File: src/rtl/compressed_uint_stream_decoder_core_assert.svh
// Assertion macros shared by the decoder sources.
`ifndef COMPRESSED_UINT_STREAM_DECODER_CORE_ASSERT_SVH
`define COMPRESSED_UINT_STREAM_DECODER_CORE_ASSERT_SVH

// Same-cycle implication, checked outside reset.
`define CUSD_ASSERT_NOW(label, clk, rst_n, ante, cons, msg) \
    label: assert property (@(posedge clk) disable iff (!(rst_n)) (ante) |-> (cons)) \
        else $error(msg);

// Next-cycle implication, checked outside reset.
`define CUSD_ASSERT_NEXT(label, clk, rst_n, ante, cons, msg) \
    label: assert property (@(posedge clk) disable iff (!(rst_n)) (ante) |=> (cons)) \
        else $error(msg);

`endif

File: src/rtl/cusd_pkg.sv
package cusd_pkg;

    // Field widths of the byte and result channels.
    localparam int BYTE_W     = 8;
    localparam int VALUE_W    = 32;
    localparam int ACC_W      = 29;
    localparam int LEN_W      = 3;
    localparam int TABLE_W    = 6;
    localparam int ROW_W      = 30;
    localparam int LEFT_W     = 2;

    // Configuration port geometry.
    localparam int APB_ADDR_W = 3;
    localparam int APB_DATA_W = 32;

    // Register index, taken from paddr bit 2.
    localparam logic REG_FF_GIVES_ZERO = 1'b0;

    // Stream byte codes.
    localparam logic [BYTE_W-1:0] ESCAPE_BYTE = 8'hFF;
    localparam logic [1:0]        PREFIX_TWO  = 2'b10;

    // Entry lengths in bytes.
    localparam logic [LEN_W-1:0] LEN_ONE  = 3'd1;
    localparam logic [LEN_W-1:0] LEN_TWO  = 3'd2;
    localparam logic [LEN_W-1:0] LEN_FOUR = 3'd4;

    // Bytes still expected after the first byte.
    localparam logic [LEFT_W-1:0] LEFT_NONE = 2'd0;
    localparam logic [LEFT_W-1:0] LEFT_ONE  = 2'd1;
    localparam logic [LEFT_W-1:0] LEFT_TWO  = 2'd2;
    localparam logic [LEFT_W-1:0] LEFT_THREE = 2'd3;

    // Token table selectors and identifiers.
    localparam logic [1:0] SEL_TYPEDEF  = 2'd0;
    localparam logic [1:0] SEL_TYPEREF  = 2'd1;
    localparam logic [1:0] SEL_TYPESPEC = 2'd2;
    localparam logic [TABLE_W-1:0] TBL_TYPEDEF  = 6'h02;
    localparam logic [TABLE_W-1:0] TBL_TYPEREF  = 6'h01;
    localparam logic [TABLE_W-1:0] TBL_TYPESPEC = 6'h1B;
    localparam logic [TABLE_W-1:0] TBL_NONE     = 6'h00;

    typedef struct packed {
        logic ff_gives_zero;
    } t_cfg;

    typedef struct packed {
        logic [VALUE_W-1:0] value;
        logic [LEN_W-1:0]   entry_bytes;
        logic               is_token;
        logic [TABLE_W-1:0] tbl_code;
        logic [ROW_W-1:0]   row_index;
    } t_result;

    // Map the low two value bits of a token to its table.
    function automatic logic [TABLE_W-1:0] token_table(input logic [1:0] sel);
        logic [TABLE_W-1:0] id;
        case (sel)
            SEL_TYPEDEF:  id = TBL_TYPEDEF;
            SEL_TYPEREF:  id = TBL_TYPEREF;
            SEL_TYPESPEC: id = TBL_TYPESPEC;
            default:      id = TBL_NONE;
        endcase
        return id;
    endfunction

endpackage

File: src/rtl/cusd_if.sv
// Byte request channel.
interface cusd_in_if;
    import cusd_pkg::*;

    logic              valid;
    logic              ready;
    logic [BYTE_W-1:0] byte_in;
    logic              mode;

    modport source (output valid, output byte_in, output mode, input ready);
    modport sink   (input valid, input byte_in, input mode, output ready);
endinterface

// Decoded entry channel.
interface cusd_out_if;
    import cusd_pkg::*;

    logic               valid;
    logic               ready;
    logic [VALUE_W-1:0] value;
    logic [LEN_W-1:0]   entry_bytes;
    logic               is_token;
    logic [TABLE_W-1:0] tbl_code;
    logic [ROW_W-1:0]   row_index;

    modport source (output valid, output value, output entry_bytes, output is_token,
                    output tbl_code, output row_index, input ready);
    modport sink   (input valid, input value, input entry_bytes, input is_token,
                    input tbl_code, input row_index, output ready);
endinterface

File: src/rtl/cusd_cfg.sv
module cusd_cfg (
    input  logic                          i_clk,
    input  logic                          i_rst_n,
    input  logic                          i_psel,
    input  logic                          i_penable,
    input  logic                          i_pwrite,
    input  logic [cusd_pkg::APB_ADDR_W-1:0] i_paddr,
    input  logic [cusd_pkg::APB_DATA_W-1:0] i_pwdata,
    output logic [cusd_pkg::APB_DATA_W-1:0] o_prdata,
    output logic                          o_pready,
    output cusd_pkg::t_cfg                o_cfg
);
    import cusd_pkg::*;

    logic r_ff_gives_zero;
    logic n_ff_gives_zero;
    logic reg_hit;

    // Word index of the addressed register.
    assign reg_hit = (i_paddr[2] == REG_FF_GIVES_ZERO);

    // Register write on the access phase.
    always_comb begin
        n_ff_gives_zero = r_ff_gives_zero;
        if (i_psel && i_penable && i_pwrite && reg_hit) begin
            n_ff_gives_zero = i_pwdata[0];
        end
    end

    always_ff @(posedge i_clk) begin
        if (!i_rst_n) begin
            r_ff_gives_zero <= 1'b1;
        end else begin
            r_ff_gives_zero <= n_ff_gives_zero;
        end
    end

    // Read data and the always-ready response.
    assign o_prdata = reg_hit ? {{(APB_DATA_W-1){1'b0}}, r_ff_gives_zero}
                              : {APB_DATA_W{1'b0}};
    assign o_pready = 1'b1;
    assign o_cfg.ff_gives_zero = r_ff_gives_zero;

endmodule

File: src/rtl/cusd_decode.sv
module cusd_decode (
    input  logic                        i_clk,
    input  logic                        i_rst_n,
    input  logic                        i_accept,
    input  logic [cusd_pkg::BYTE_W-1:0] i_byte,
    input  logic                        i_mode,
    input  cusd_pkg::t_cfg              i_cfg,
    output logic                        o_res_valid,
    output cusd_pkg::t_result           o_res
);
    import cusd_pkg::*;

    logic [LEFT_W-1:0] r_bytes_left;
    logic [LEFT_W-1:0] n_bytes_left;
    logic [ACC_W-1:0]  r_acc;
    logic [ACC_W-1:0]  n_acc;
    logic              r_token;
    logic              n_token;
    logic [LEN_W-1:0]  r_len;
    logic [LEN_W-1:0]  n_len;

    logic               done;
    logic [VALUE_W-1:0] val;
    logic [LEN_W-1:0]   len;
    logic               tok;
    logic [ACC_W-1:0]   acc_shift;

    // Entry assembly: one byte per request.
    always_comb begin
        n_bytes_left = r_bytes_left;
        n_acc        = r_acc;
        n_token      = r_token;
        n_len        = r_len;
        done         = 1'b0;
        val          = {VALUE_W{1'b0}};
        len          = LEN_ONE;
        tok          = i_mode;
        acc_shift    = {r_acc[ACC_W-BYTE_W-1:0], i_byte};
        if (r_bytes_left == LEFT_NONE) begin
            if (!i_byte[BYTE_W-1]) begin
                // Single-byte value.
                done = 1'b1;
                val  = {{(VALUE_W-BYTE_W){1'b0}}, i_byte};
            end else if (i_byte == ESCAPE_BYTE) begin
                // The escape byte is zero in token mode or when configured so.
                done = 1'b1;
                val  = (i_mode || i_cfg.ff_gives_zero) ? {VALUE_W{1'b0}} : {VALUE_W{1'b1}};
            end else if (i_byte[BYTE_W-1:BYTE_W-2] == PREFIX_TWO) begin
                n_token      = i_mode;
                n_acc        = {{(ACC_W-6){1'b0}}, i_byte[5:0]};
                n_bytes_left = LEFT_ONE;
                n_len        = LEN_TWO;
            end else begin
                n_token      = i_mode;
                n_acc        = {{(ACC_W-5){1'b0}}, i_byte[4:0]};
                n_bytes_left = LEFT_THREE;
                n_len        = LEN_FOUR;
            end
        end else begin
            // Continuation byte, most significant first.
            n_acc        = acc_shift;
            n_bytes_left = r_bytes_left - LEFT_ONE;
            if (r_bytes_left == LEFT_ONE) begin
                done = 1'b1;
                val  = {{(VALUE_W-ACC_W){1'b0}}, acc_shift};
                len  = r_len;
                tok  = r_token;
            end
        end
    end

    always_ff @(posedge i_clk) begin
        if (!i_rst_n) begin
            r_bytes_left <= LEFT_NONE;
            r_acc        <= {ACC_W{1'b0}};
            r_token      <= 1'b0;
            r_len        <= {LEN_W{1'b0}};
        end else if (i_accept) begin
            r_bytes_left <= n_bytes_left;
            r_acc        <= n_acc;
            r_token      <= n_token;
            r_len        <= n_len;
        end
    end

    // Result formatting, with the token split in token mode.
    assign o_res_valid       = i_accept && done;
    assign o_res.value       = val;
    assign o_res.entry_bytes = len;
    assign o_res.is_token    = tok;
    assign o_res.tbl_code    = tok ? token_table(val[1:0]) : TBL_NONE;
    assign o_res.row_index   = tok ? val[VALUE_W-1:2] : {ROW_W{1'b0}};

endmodule

File: src/rtl/cusd_skid.sv
module cusd_skid (
    input  logic              i_clk,
    input  logic              i_rst_n,
    input  logic              i_push,
    input  cusd_pkg::t_result i_data,
    output logic              o_can_push,
    output logic              o_valid,
    output cusd_pkg::t_result o_data,
    input  logic              i_ready
);
    import cusd_pkg::*;

    logic    r_main_valid;
    logic    r_skid_valid;
    t_result r_main;
    t_result r_skid;
    logic    main_free;

    // The output slot can load when it is empty or being taken.
    assign main_free = !r_main_valid || i_ready;

    // Control: pushes arrive only while the spare slot is empty.
    always_ff @(posedge i_clk) begin
        if (!i_rst_n) begin
            r_main_valid <= 1'b0;
            r_skid_valid <= 1'b0;
        end else if (main_free) begin
            r_main_valid <= r_skid_valid || i_push;
            r_skid_valid <= 1'b0;
        end else if (i_push) begin
            r_skid_valid <= 1'b1;
        end
    end

    // Payload moves.
    always_ff @(posedge i_clk) begin
        if (main_free) begin
            r_main <= r_skid_valid ? r_skid : i_data;
        end else if (i_push) begin
            r_skid <= i_data;
        end
    end

    assign o_can_push = !r_skid_valid;
    assign o_valid    = r_main_valid;
    assign o_data     = r_main;

endmodule

File: src/rtl/compressed_uint_stream_decoder_core.sv
// Compressed unsigned integer stream decoder. One stream byte is taken per
// clock cycle while input ready is high; an entry of one, two or four bytes
// yields one result, decoded by a single pass of mask, shift and compare logic
// between the entry state registers and the output buffer registers.
// The output side has a two-slot buffer, so bytes keep flowing while a result
// waits and input ready drops only when both slots hold results. The escape
// byte 0xFF decodes to zero or all ones per the ff_gives_zero register
// (address 0, reset 1), and always to zero in token mode.
`include "compressed_uint_stream_decoder_core_assert.svh"

module compressed_uint_stream_decoder_core (
    input  logic                            i_clk,
    input  logic                            i_rst_n,
    cusd_in_if.sink                         i_in,
    cusd_out_if.source                      o_out,
    input  logic                            psel,
    input  logic                            penable,
    input  logic                            pwrite,
    input  logic [cusd_pkg::APB_ADDR_W-1:0] paddr,
    input  logic [cusd_pkg::APB_DATA_W-1:0] pwdata,
    output logic [cusd_pkg::APB_DATA_W-1:0] prdata,
    output logic                            pready
);
    import cusd_pkg::*;

    t_cfg    cfg;
    t_result res;
    t_result out_data;
    logic    res_valid;
    logic    can_push;
    logic    accept;
    logic    len_legal;
    logic    plain_ok;

    // Configuration registers.
    cusd_cfg u_cfg (
        .i_clk     (i_clk),
        .i_rst_n   (i_rst_n),
        .i_psel    (psel),
        .i_penable (penable),
        .i_pwrite  (pwrite),
        .i_paddr   (paddr),
        .i_pwdata  (pwdata),
        .o_prdata  (prdata),
        .o_pready  (pready),
        .o_cfg     (cfg)
    );

    // Byte request handshake.
    assign i_in.ready = can_push;
    assign accept     = i_in.valid && can_push;

    cusd_decode u_decode (
        .i_clk       (i_clk),
        .i_rst_n     (i_rst_n),
        .i_accept    (accept),
        .i_byte      (i_in.byte_in),
        .i_mode      (i_in.mode),
        .i_cfg       (cfg),
        .o_res_valid (res_valid),
        .o_res       (res)
    );

    cusd_skid u_skid (
        .i_clk      (i_clk),
        .i_rst_n    (i_rst_n),
        .i_push     (res_valid),
        .i_data     (res),
        .o_can_push (can_push),
        .o_valid    (o_out.valid),
        .o_data     (out_data),
        .i_ready    (o_out.ready)
    );

    assign o_out.value       = out_data.value;
    assign o_out.entry_bytes = out_data.entry_bytes;
    assign o_out.is_token    = out_data.is_token;
    assign o_out.tbl_code    = out_data.tbl_code;
    assign o_out.row_index   = out_data.row_index;

    // Properties of a decoded result.
    assign len_legal = (res.entry_bytes == LEN_ONE) || (res.entry_bytes == LEN_TWO) ||
                       (res.entry_bytes == LEN_FOUR);
    assign plain_ok  = res.is_token || ((res.tbl_code == TBL_NONE) && (res.row_index == '0));

    // Checks on the decode and buffering logic.
    `CUSD_ASSERT_NOW(a_stall_pending, i_clk, i_rst_n, !can_push, o_out.valid, "stall without result")
    `CUSD_ASSERT_NEXT(a_res_out, i_clk, i_rst_n, res_valid && !o_out.valid, o_out.valid, "result lost")
    `CUSD_ASSERT_NOW(a_entry_length, i_clk, i_rst_n, res_valid, len_legal, "bad entry length")
    `CUSD_ASSERT_NOW(a_plain_clear, i_clk, i_rst_n, res_valid, plain_ok, "token fields in plain mode")

endmodule

File: src/flat_wrapper.sv
// flat-port wrapper written by rule: the top's interface ports become plain ports
module compressed_uint_stream_decoder_core_flat import cusd_pkg::*;
  (i_clk, i_rst_n, psel, penable, pwrite, paddr, pwdata, prdata, pready, i_in_valid, i_in_byte_in, i_in_mode, i_in_ready, o_out_valid, o_out_value, o_out_entry_bytes, o_out_is_token, o_out_tbl_code, o_out_row_index, o_out_ready);
  cusd_in_if i_in_i ();
  cusd_out_if o_out_i ();
  input  logic i_clk;
  input  logic i_rst_n;
  input  logic psel;
  input  logic penable;
  input  logic pwrite;
  input  logic [cusd_pkg::APB_ADDR_W-1:0] paddr;
  input  logic [cusd_pkg::APB_DATA_W-1:0] pwdata;
  output logic [cusd_pkg::APB_DATA_W-1:0] prdata;
  output logic pready;
  input wire logic [$bits(i_in_i.valid)-1:0] i_in_valid;
  input wire logic [$bits(i_in_i.byte_in)-1:0] i_in_byte_in;
  input wire logic [$bits(i_in_i.mode)-1:0] i_in_mode;
  output wire logic [$bits(i_in_i.ready)-1:0] i_in_ready;
  output wire logic [$bits(o_out_i.valid)-1:0] o_out_valid;
  output wire logic [$bits(o_out_i.value)-1:0] o_out_value;
  output wire logic [$bits(o_out_i.entry_bytes)-1:0] o_out_entry_bytes;
  output wire logic [$bits(o_out_i.is_token)-1:0] o_out_is_token;
  output wire logic [$bits(o_out_i.tbl_code)-1:0] o_out_tbl_code;
  output wire logic [$bits(o_out_i.row_index)-1:0] o_out_row_index;
  input wire logic [$bits(o_out_i.ready)-1:0] o_out_ready;
  assign i_in_i.valid = i_in_valid;
  assign i_in_i.byte_in = i_in_byte_in;
  assign i_in_i.mode = i_in_mode;
  assign i_in_ready = i_in_i.ready;
  assign o_out_valid = o_out_i.valid;
  assign o_out_value = o_out_i.value;
  assign o_out_entry_bytes = o_out_i.entry_bytes;
  assign o_out_is_token = o_out_i.is_token;
  assign o_out_tbl_code = o_out_i.tbl_code;
  assign o_out_row_index = o_out_i.row_index;
  assign o_out_i.ready = o_out_ready;
  compressed_uint_stream_decoder_core u_core (.i_clk(i_clk), .i_rst_n(i_rst_n), .i_in(i_in_i), .o_out(o_out_i), .psel(psel), .penable(penable), .pwrite(pwrite), .paddr(paddr), .pwdata(pwdata), .prdata(prdata), .pready(pready));
endmodule
File: config.mk
export PLATFORM = sky130hd
export DESIGN_NAME = compressed_uint_stream_decoder_core_flat
export DESIGN_NICKNAME = d
export VERILOG_FILES = /design/src/rtl/cusd_pkg.sv /design/src/rtl/cusd_if.sv /design/src/rtl/cusd_cfg.sv /design/src/rtl/cusd_decode.sv /design/src/rtl/cusd_skid.sv /design/src/rtl/compressed_uint_stream_decoder_core.sv /design/src/flat_wrapper.sv
export VERILOG_INCLUDE_DIRS = /design/src /design/src/rtl
export SDC_FILE = /design/constraint.sdc
export NUM_CORES = 1
export LEC_CHECK = 0
export BUFFER_PORTS_ARGS = -buffer_cell sky130_fd_sc_hd__buf_2
export CORE_ASPECT_RATIO = 0.8
export CORE_UTILIZATION = 45
export DETAILED_ROUTE_END_ITERATION = 10
export GPL_TIMING_DRIVEN = 0
export MAX_ROUTING_LAYER = met4
export PLACE_DENSITY = 0.71
export SETUP_SLACK_MARGIN = 0.02
export SLEW_MARGIN = 20
export SYNTH_ARGS = -nofsm -noshare
export SYNTH_HDL_FRONTEND = slang
export SYNTH_SLANG_ARGS = --single-unit
File: constraint.sdc
create_clock -name i_clk -period 5.8 [get_ports i_clk]
set_clock_uncertainty 0.05 [all_clocks]
set_input_delay 1.16 -clock i_clk [delete_from_list [all_inputs] [get_ports i_clk]]
set_output_delay 1.16 -clock i_clk [all_outputs]
set_load 0.1 [all_outputs]
**Yosys cells after proc, flatten, opt, wreduce, memory -nomap -nowiden**

Index checks and enable logic that the tools add are counted.

- Flip-flop bits (word level): 174
- Word-level logic and storage cells: 72
- Input port bits: 51

- Reduce and logical (&&, ||, !) cells: 16
- Add/subtract/negate cells: 1
- Bitwise operators: 4
- Equal/unequal tests: 7
- Multiplexer cells: 27

Operator list:

| kind | count |
|---|---|
| $mux 32 | 4 |
| $mux 72 | 1 |
| $mux 21 | 3 |
| $mux 30 | 1 |
| $mux 29 | 1 |
| $pmux 5 s3 | 1 |
| $mux 6 | 2 |
| $mux 3 | 3 |
| $eq 8x8->1 const B | 1 |
| $mux 2 | 4 |
| $mux 1 | 7 |
| $logic_and 1x1->1 | 5 |
| $eq 2x1->1 const B | 2 |
| $eq 2x2->1 const B | 2 |
| $logic_not 2->1 | 2 |
| $ne 2x2->1 const B | 2 |
| $not 1->1 | 4 |
| $reduce_and 4->1 | 1 |
| $logic_or 1x1->1 | 3 |
| $reduce_and 3->1 | 1 |
| $logic_not 1->1 | 2 |
| $reduce_and 2->1 | 1 |
| $reduce_or 2->1 | 1 |
| $sub 2x1->2 const B | 1 |

**Longest topological paths before layout**

Gate-level depths: netlist of the first run.

- Word-level depth: 9
- Gate-level depth with buffers: 9
- Gate-level depth less buffers: 7

**Cells and area by module**

A second synthesis of the first run with hierarchy kept.

- Cells, all modules: 462
- Area, all modules: 7447.1 um^2

Modules (own cells, without submodules):

| module | area each (um^2) | cells an instance | times used |
|---|---|---|---|
| cusd_skid | 5517.8 | 233 | 1 |
| cusd_decode | 1602.8 | 188 | 1 |
| cusd_cfg | 320.3 | 40 | 1 |
| compressed_uint_stream_decoder_core | 6.3 | 1 | 1 |

**Worst setup path after synthesis of the first run**

OpenSTA, ideal clock, no wires.

- Kind: flip-flop to flip-flop
- From: register u_core.u_skid.r_main_valid (netlist: u_core.u_skid.o_valid)
- To: register u_core.u_skid.r_skid[0] (netlist bit) (enable)
- Required time: 5.262 ns
- Setup slack: -0.401 ns
- Data arrival time: 5.663 ns
- Clock period less this slack: 6.201 ns
- Stages on the path, launching flop included: 3
- Path buffers: 0
- Path through: dfxtp_1 nand2b_1 nor2_1

- Cells in the longest elaborated chain, start to end: 4

Ends and longest elaborated chain:

| element | line | source |
|---|---|---|
| start, declared | cusd_skid.sv:13 | `logic r_main_valid;` |
| start signal, assigned | cusd_skid.sv:28 | `r_main_valid <= r_skid_valid \|\| i_push;` |
| $logic_not 1->1 | cusd_skid.sv:20 | `assign main_free = !r_main_valid \|\| i_ready;` |
| $logic_or 1x1->1 | cusd_skid.sv:20 |  |
| named net u_core.u_skid.main_free | cusd_skid.sv:17 | `logic main_free;` |
| $not 1->1 (no source line) | -- |  |
| $reduce_and 2->1 (no source line) | -- |  |
| end signal, assigned | cusd_skid.sv:40 | `r_skid <= i_data;` |
| end, declared | cusd_skid.sv:16 | `t_result r_skid;` |

The timed path passes the listed nets, and every way through them passes these cells.
A chain may end at the register's enable or synchronous reset.

**Worst setup path in the final report of the first run**

- From: register u_core.u_skid.r_skid_valid
- To: output i_in_ready

- Cells in the longest elaborated chain, start to end: 1

Ends and longest elaborated chain:

| element | line | source |
|---|---|---|
| start, declared | cusd_skid.sv:14 | `logic r_skid_valid;` |
| start signal, assigned | cusd_skid.sv:26 | `r_skid_valid <= 1'b0;` |
| start signal, assigned | cusd_skid.sv:29 | `r_skid_valid <= 1'b0;` |
| start signal, assigned | cusd_skid.sv:31 | `r_skid_valid <= 1'b1;` |
| $logic_not 1->1 | cusd_skid.sv:44 | `assign o_can_push = !r_skid_valid;` |
| end, declared | flat_wrapper.sv:18 | `output wire logic [$bits(i_in_i.ready)-1:0] i_in_ready;` |

No other way between the ends.

==> results of run 1 <==
-- synthesized netlist by cell type (7+ instances only) --
cell type	n
dfxtp_1	29
and2_1	30
nor2_1	7
a21o_4	10
buf_4	39
a21o_2	17
nand2_1	21
edfxtp_1	130
mux2i_1	8
clkbuf_1	10
mux2_2	35
a22o_1	39
-- stage by stage --
stage / total power [mW] / setup slack [ps] / instance area, um2 / hold WS, ps
global route: 3.05 / 2340 / 8180 / 442
CTS: 2.98 / 2430 / 8180 / 429
global placement: 1.84 / -1160 / 7490 / 408
finish: 2.97 / 2440 / 8180 / 426
detailed placement: 1.85 / 2400 / 7580 / 416
floorplan: 1.77 / 307 / 6820 / 393
-- worst reg2reg max path: cells and delay by family (launching register included) --
kind | cells | cell delay, ps
buffers and inverters | 1 | 220
AO/OA/AOI/OAI | 1 | 60
AND/OR/NAND/NOR | 3 | 990
flip-flops | 1 | 390
multiplexers | 1 | 260
adder cells (fa/ha/maj) | 1 | 280
-- worst max-delay path by stage --
stage,startpoint,endpoint,slack [ps],cells after the start
floorplan,o_out_ready,u_core.u_skid.r_skid[0]$_DFFE_PP_,310,2
global placement,o_out_ready,u_core.u_skid.r_skid[61]$_DFFE_PP_,-1160,3
detailed placement,i_in_mode,u_core.u_skid.o_data[30]$_DFFE_PP_,2400,8
CTS,u_core.u_skid.r_skid_valid$_SDFFE_PP0P_,i_in_ready,2430,5
global route,u_core.u_skid.r_skid_valid$_SDFFE_PP0P_,i_in_ready,2340,5
finish,u_core.u_skid.r_skid_valid$_SDFFE_PP0P_,i_in_ready,2440,5
-- power groups by stage --
stage	sequential, mW	combinational [mW]	clock, mW
floorplan	1.56	0.217	0
global placement	1.32	0.520	0
detailed placement	1.32	0.529	0
CTS	1.29	0.531	1.16
global route	1.30	0.548	1.20
finish	1.29	0.531	1.14
-- layer usage --
metal | vias up | track usage (%)
met4 | 0 | 4.79
met2 | 144 | 27.1
met1 | 1924 | 23.4
met3 | 12 | 6.05
met5 | - | -
li1 | 1850 | -
-- sequential cells by signal, indices dropped and copies added, names as in the netlist --
| signal | cells |
|---|---|
| u_core.u_skid.o_data | 65 |
| u_core.u_skid.r_skid | 65 |
| u_core.u_decode.r_acc | 21 |
| u_core.u_decode.r_bytes_left | 2 |
| u_core.u_decode.r_len | 2 |
| u_core.u_cfg.o_cfg | 1 |
| u_core.u_decode.r_token | 1 |
| u_core.u_skid.o_valid | 1 |
| u_core.u_skid.r_skid_valid | 1 |
-- layout make-up --
| class | instances | area [um2] | area share [%] |
|---|---|---|---|
| Tap cell | 184 | 230 | 2.81 |
| Sequential cell | 159 | 4480 | 54.8 |
| Antenna cell | 1 | 2.50 | 0.0306 |
| Clock inverter | 14 | 179 | 2.19 |
| Inverter | 8 | 30.0 | 0.367 |
| Multi-Input combinational cell | 242 | 1880 | 22.9 |
| Timing Repair Buffer | 91 | 515 | 6.30 |
| Clock buffer | 17 | 425 | 5.20 |
| Buffer | 63 | 439 | 5.37 |
-- cell usage in the layout, fill, tap and decap left out, types with 3 or more instances in the layout --
cell and instances:
and2_1 30, clkbuf_16 17, conb_1 35, buf_2 94
clkbuf_1 10, buf_6 5, inv_2 4, nand2_1 21
nor2_1 6, and2_2 3, inv_6 5, buf_4 39
mux2i_1 8, mux2_2 35, a22o_2 3, a21o_4 10
bufinv_16 3, dfxtp_1 29, a22o_1 39, o21ai_0 4
a21o_2 17, a21oi_1 6, inv_1 4, edfxtp_1 130
-- kinds of logic (layout without fill, tap and decap cells) --
family	Yosys count	count (layout)	synth area share, %
adders and majority gates	2	2	0.374
muxes	44	44	7.29
other	2	36	0.112
buffers and inverters	71	193	7.01
DFF	159	159	67.0
and+or+nand+nor	75	75	6.53
AOI/OAI and AO/OA	86	86	11.7
==> impl_results.md, run 1 <==
* CTS tree: done
* VDD IR max at 0.000241 V
* Final core utilization at 56.8%
* DIE WIDTH at 138 um
* Pre-antenna DRT Iters at 8
* WHS Path Cells at 2
* Synth unique cells at 44
* Fillcell total at 1,161
* Cell Area, Synth at 6690 um2
* CP top delay family: buffers and inverters
* Drt drc at 14
* Setup crit end kind: output port
* Clock tree buffer depth at 2
* H-tree depth at 4
* Most frequent CP cell: buf_2
* Hold-fix buffers, CTS at 0
* Outcome: finished, violations left
* Failing checks: DRC
* Vias in the first global route at 3,894
* Post-CTS resize count at 0
* Min cycle time layout at 3360 ps
* Fin. Hold Viols at 0
* Clock transition at path regs at 70 ps
* Final Net Count at 635
* Worst Setup Start Kind: flop
* R2R Path End: u_core.u_skid.o_data[30]$_DFFE_PP_
* Worst Hold Path EP: u_core.u_decode.r_len[2]$_SDFFE_PN0P_
* Seq/Total Area, Yosys at 67.0%
* Met3 wire len at 848 um
* Initial antenna violation count at 1
* Worst Reg-to-Reg Cells at 7
* Hold Crit Class: reg2reg
* Final Non-Filler Cells at 779
* Reg2reg start: u_core.u_decode.r_bytes_left[1]$_SDFFE_PN0P_
* Starting density of the core at 46.5%
* Vias per cell at 5.04
* RSZ-0062 raised after global routing: no
* Routed wire per std cell at 16.4 um
* Switching power share of the total at 31.2%
* Critical hold path startpoint: u_core.u_decode.r_len[2]$_SDFFE_PN0P_
* Mapped Cells at 439
* R2R Setup Slk at 3320 ps
* Gr ovfl total at 0
* Synth area leaders: edfxtp_1 58%, dfxtp_1 8.7%, mux2_2 5.9%
* Worst Path Buf+Inv at 5
* Critical path required time at 4590 ps
* Max_cap viols at 0
* Setup-failing EPs final at 0
* I/O pin cnt at 158
* Pwr dens at 363 nW/um2
* CTS Sinks at 159
* Int Pwr at 2.04 mW
* Final worst path period share at 57.9%
* Top cell type's share of synthesized area at 58.3%
* Routed wl met2 at 5.93 mm
* Slew @ Worst Pin at 757 ps
* Iteration-0 DRC Markers at 242
* Core area at 14,400 um2
* Sw power at 925 uW
* Critical Path AT at 2150 ps
* Combinational fraction of design power at 17.9%
* Slew Limit Headroom at 49.4%
* DR vias at 3,930
* DIE AREA at 15,400 um2
* Post-synth EDFFs at 130
* Clock share of power at 38.5%
* Syn avg cell area at 15.2 um2
* Largest area contributor in the netlist: edfxtp_1
* Lkg Pwr at 3.65 nW
* Final setup TNS at 0 ps
* I/O Buffers at 88
* Die H at 111 um
* Post-DRT Antenna Nets at 0
* Final HPWL DP at 8.72 mm
* Syn-to-layout area delta at 22.3%
* Top Layer Used: met4
* Clk Latency, worst-skew pair at 420 ps
* Final Max Tran Viols at 0
* Met1 Wirelength at 5.85 mm
* WL final at 12.7 mm
* Total setup buffers inserted after CTS at 0
* GR Util All Layers at 18.0%
* Fmax at 0.298 GHz
* Gpl congestion at 0.810
* Top FF cell, synth: edfxtp_1
* Synth warn at 0
* First-pass GRT wire length at 20.3 mm
* Seq cells post-synth at 159
* Inserted Clock Buffers at 17
* Worst-path cell chain: buf_2 > inv_1 > buf_6 > clkbuf_1 > buf_2
* CP Max Fanout at 10
* Post-placement cell count at 747
* Clk root buf: clkbuf_16
* CP max stage delay at 540 ps
* Critical path class: reg2out
* Row cnt at 39
* Synth async-reset ratio at 0%
* Slowest CP cell: buf_2
* Share of cells above drive strength 1 at 43.1%
* Largest net degree at the start of global routing at 56
* Sequential power share at 43.6%
Note: power is estimated with default switching activity, not from simulation.
==> run 2, diff against run 1 <==
- ABC_AREA: not set -> 1
- PLACE_DENSITY: 0.71 -> 0.69
- clock period: 5.8 -> 3.3 ns (I/O delays scaled with it)
==> impl_results.md, run 2 <==
* DIE WIDTH at 140 um (+1.1%)
* VDD IR max at 0.000346 V (+43%)
* DIE AREA at 15,700 um2 (+2.1%)
* Diodes inserted at 0 (-1)
* Drt drc at 0 (-14)
* Sw power at 1.71 mW (+84%)
* Clk Latency, worst-skew pair at 430 ps (about the same)
* Worst Reg-to-Reg Cells at 5 (-2)
* Vias per cell at 4.98 (-1.2%)
* Fillcell total at 1,211 (+4.3%)
* Slew Limit Headroom at 52.1% (+2.7 points)
* Sequential power share at 43.4% (-0.2 points)
* GR Util All Layers at 20.7% (+2.7 points)
* Max_cap viols at 0 (unchanged)
* Outcome: complete, no violations
* Hold Crit Class: reg2reg
* Post-DRT Antenna Nets at 0 (unchanged)
* Setup-failing EPs final at 0 (unchanged)
* Synth async-reset ratio at 0% (unchanged)
* Clk root buf: clkbuf_16
* First-pass GRT wire length at 23.8 mm (+17%)
* Final Net Count at 840 (+32%)
* Pre-antenna DRT Iters at 5 (-3)
* Post-CTS resize count at 0 (unchanged)
* Switching power share of the total at 32.2% (+1.0 points)
* Final Max Tran Viols at 0 (unchanged)
* H-tree depth at 4 (unchanged)
* Count leader, synth: nand2_1
* Worst Hold Path EP: u_core.u_decode.r_len[1]$_SDFFE_PN0P_
* Syn-to-layout area delta at 21.4%
* Largest area contributor in the netlist: edfxtp_1
* Reg area at 4490 um2 (about the same)
* Min cycle time layout at 2940 ps
* Post-synth EDFFs at 130 (unchanged)
* Clock share of power at 36.5% (-2.0 points)
* Seq cells post-synth at 159 (unchanged)
* R2R Path End: u_core.u_skid.r_skid[19]$_DFFE_PP_
* Critical path class: reg2out
* Footprint of the multi-input gates at 1910 um2 (+1.5%)
* Met3 GRT Util at 5.33% (-0.71 points)
* Cell Area, Synth at 6840 um2 (+2.2%)
* Combinational fraction of design power at 20.1% (+2.2 points)
* Fin. Hold Viols at 0 (unchanged)
* Setup crit end kind: output port
* Slowest CP cell: buf_2
* Final worst path period share at 89.1%
* Final WS setup at 361 ps (-2080 ps)
* CTS Sinks at 159 (unchanged)
* WL final at 14.8 mm (+16%)
* Slew @ Worst Pin at 718 ps (-39.3 ps)
* Vias in the first global route at 4,748 (+22%)
* Seq/Total Area, Yosys at 65.6% (-1.4 points)
* Worst Setup Start Kind: flop
* Clock transition at path regs at 60 ps (about the same)
* I/O pin cnt at 158 (unchanged)
* Critical path required time at 2590 ps (-2000 ps)
* Reg2reg start: u_core.u_skid.o_valid$_SDFFE_PN0P_
* Most instantiated cells after synthesis: 173 x nand2_1, 130 x edfxtp_1, 55 x nor2_1
* CP Max Fanout at 10 (unchanged)
* Final setup TNS at 0 ps (unchanged)
* Initial antenna violation count at 0 (-1)
* Busiest metal layer after global routing: met2
* Gpl congestion at 0.928 (+15%)
* Largest net degree at the start of global routing at 38 (-32%)
* Top cell type's share of synthesized area at 57.1% (-1.2 points)
* Final HPWL DP at 10.5 mm (+20%)
* Most frequent cells in the layout: 173 x nand2_1, 130 x edfxtp_1, 99 x buf_2
* Synth unique cells at 25 (-43%)
* Iteration-0 DRC Markers at 365 (+51%)
* Dpl ws at 425 ps (-1970 ps)
* Final core utilization at 57.1% (+0.21 points)
* RSZ-0062 raised after global routing: no
* I/O Buffers at 88 (unchanged)
* Grt met2 use at 31.8% (+4.7 points)
* Commonest non-fill, non-tap cell in the layout: nand2_1
* Top FF cell, synth: edfxtp_1
* Hold-fix buffers, CTS at 0 (unchanged)
* Total setup buffers inserted after CTS at 0 (unchanged)
* Core area at 14,500 um2 (+1.0%)
* R2R Setup Slk at 850 ps (-2470 ps)
* Critical Path AT at 2230 ps (+80 ps)
* Fmax at 0.340 GHz
* Clock tree buffer depth at 2 (unchanged)
* Syn avg cell area at 10.6 um2 (-30%)
* Synth warn at 0 (unchanged)
* Pwr dens at 638 nW/um2 (+76%)
* Gr ovfl total at 0 (unchanged)
* Die H at 112 um (+1.0%)
* WHS Path Cells at 2 (unchanged)
* Share of cells above drive strength 1 at 28.0% (-15 points)
* Routed wire per std cell at 15.0 um (-8.2%)
* Most frequent CP cell: buf_2
* Lkg Pwr at 3.78 nW (+3.4%)
* Inserted Clock Buffers at 17 (unchanged)
* Met1 Use GR at 26.7% (+3.3 points)
* CP max stage delay at 530 ps (about the same)
* CTS tree: done
* Int Pwr at 3.59 mW (+76%)
* Starting density of the core at 47.0% (+0.52 points)
* Worst-path cell chain: buf_2 > inv_2 > buf_2 > buf_1 > buf_2
* Synth area leaders: edfxtp_1 57%, nand2_1 9.5%, dfxtp_1 8.5%
* Row cnt at 39 (unchanged)
* DR vias at 4,899 (+25%)
* Critical path startpoint: u_core.u_skid.r_skid_valid$_SDFFE_PP0P_
* Critical hold path startpoint: u_core.u_decode.r_len[1]$_SDFFE_PN0P_
* Mapped Cells at 644 (+47%)
## run 2: cell count changes in the layout (fill, tap and decap cells not counted), sizes merged, moves of 9 or more
| cell | delta |
|---|---|
| a21o | -27 |
| a21oi | +41 |
| a22o | -42 |
| a31oi | +27 |
| and2 | -31 |
| inv | +16 |
| mux2 | -35 |
| mux2i | -9 |
| nand2 | +182 |
| nand3 | +21 |
| nor2 | +50 |
## run 2: area by class of cell
class                      instances  share of cell area (%)
sequential                       159                    54.1
multi-input combinational        414                    23.0
timing repair buffer              91                    6.12
buffer                            73                    5.64
clock buffer                      18                    5.17
tap                              184                    2.77
clock inverter                    13                    1.78
inverter                          31                    1.45
## run 2: how the worst max path moves through the flow
stage / slack, ps / cells after the start / endpoint
2_1_floorplan: -80 / 3 / u_core.u_skid.r_skid[0]$_DFFE_PP_
3_5_place_dp: 430 / 5 / u_core.u_skid.r_skid[16]$_DFFE_PP_
6_report: 360 / 5 / i_in_ready
4_1_cts: 370 / 5 / i_in_ready
5_1_grt: 290 / 5 / i_in_ready
3_3_place_gp: -940 / 4 / u_core.u_skid.r_skid[15]$_DFFE_PP_
## run 2: logic make-up after synthesis
group,share of synthesized area [%]
buf+inv,8.55
fa+ha+maj,0.366
compound gates,6.86
simple gates,18.5
other cells,0.110
flops,65.6
## run 2: routing by layer
metal / wire length [um] / share of wire (%) / vias to the layer above
li1: - / - / 2388
met1: 6780 / 46 / 2297
met2: 6760 / 46 / 198
met3: 1060 / 7.2 / 16
met4: 167 / 1.1 / 0
met5: 0 / 0 / -
## run 2: worst max-delay path, delay by kind of cell (launching register included)
family / cells / cell delay (ps)
flops: 1 / 290
buf+inv: 5 / 1490
## run 2: power by group through the flow
stage | Sequential, mW | Combinational, mW | Clock [mW]
final | 2.30 | 1.06 | 1.93
after global routing | 2.31 | 1.11 | 2.03
after CTS | 2.30 | 1.06 | 1.96
after detailed placement | 2.34 | 1.06 | 0
after global placement | 2.34 | 1.04 | 0
after floorplan | 2.84 | 0.414 | 0
## run 2: metrics by stage
stage | std cells | hold WS, ps | total power, mW | area (um2)
after global routing | 983 | 431 | 5.44 | 8300
after CTS | 983 | 410 | 5.32 | 8300
after detailed placement | 952 | 408 | 3.40 | 7720
final | 983 | 417 | 5.29 | 8300
after floorplan | 677 | 378 | 3.25 | 6980
after global placement | 949 | 390 | 3.38 | 7650
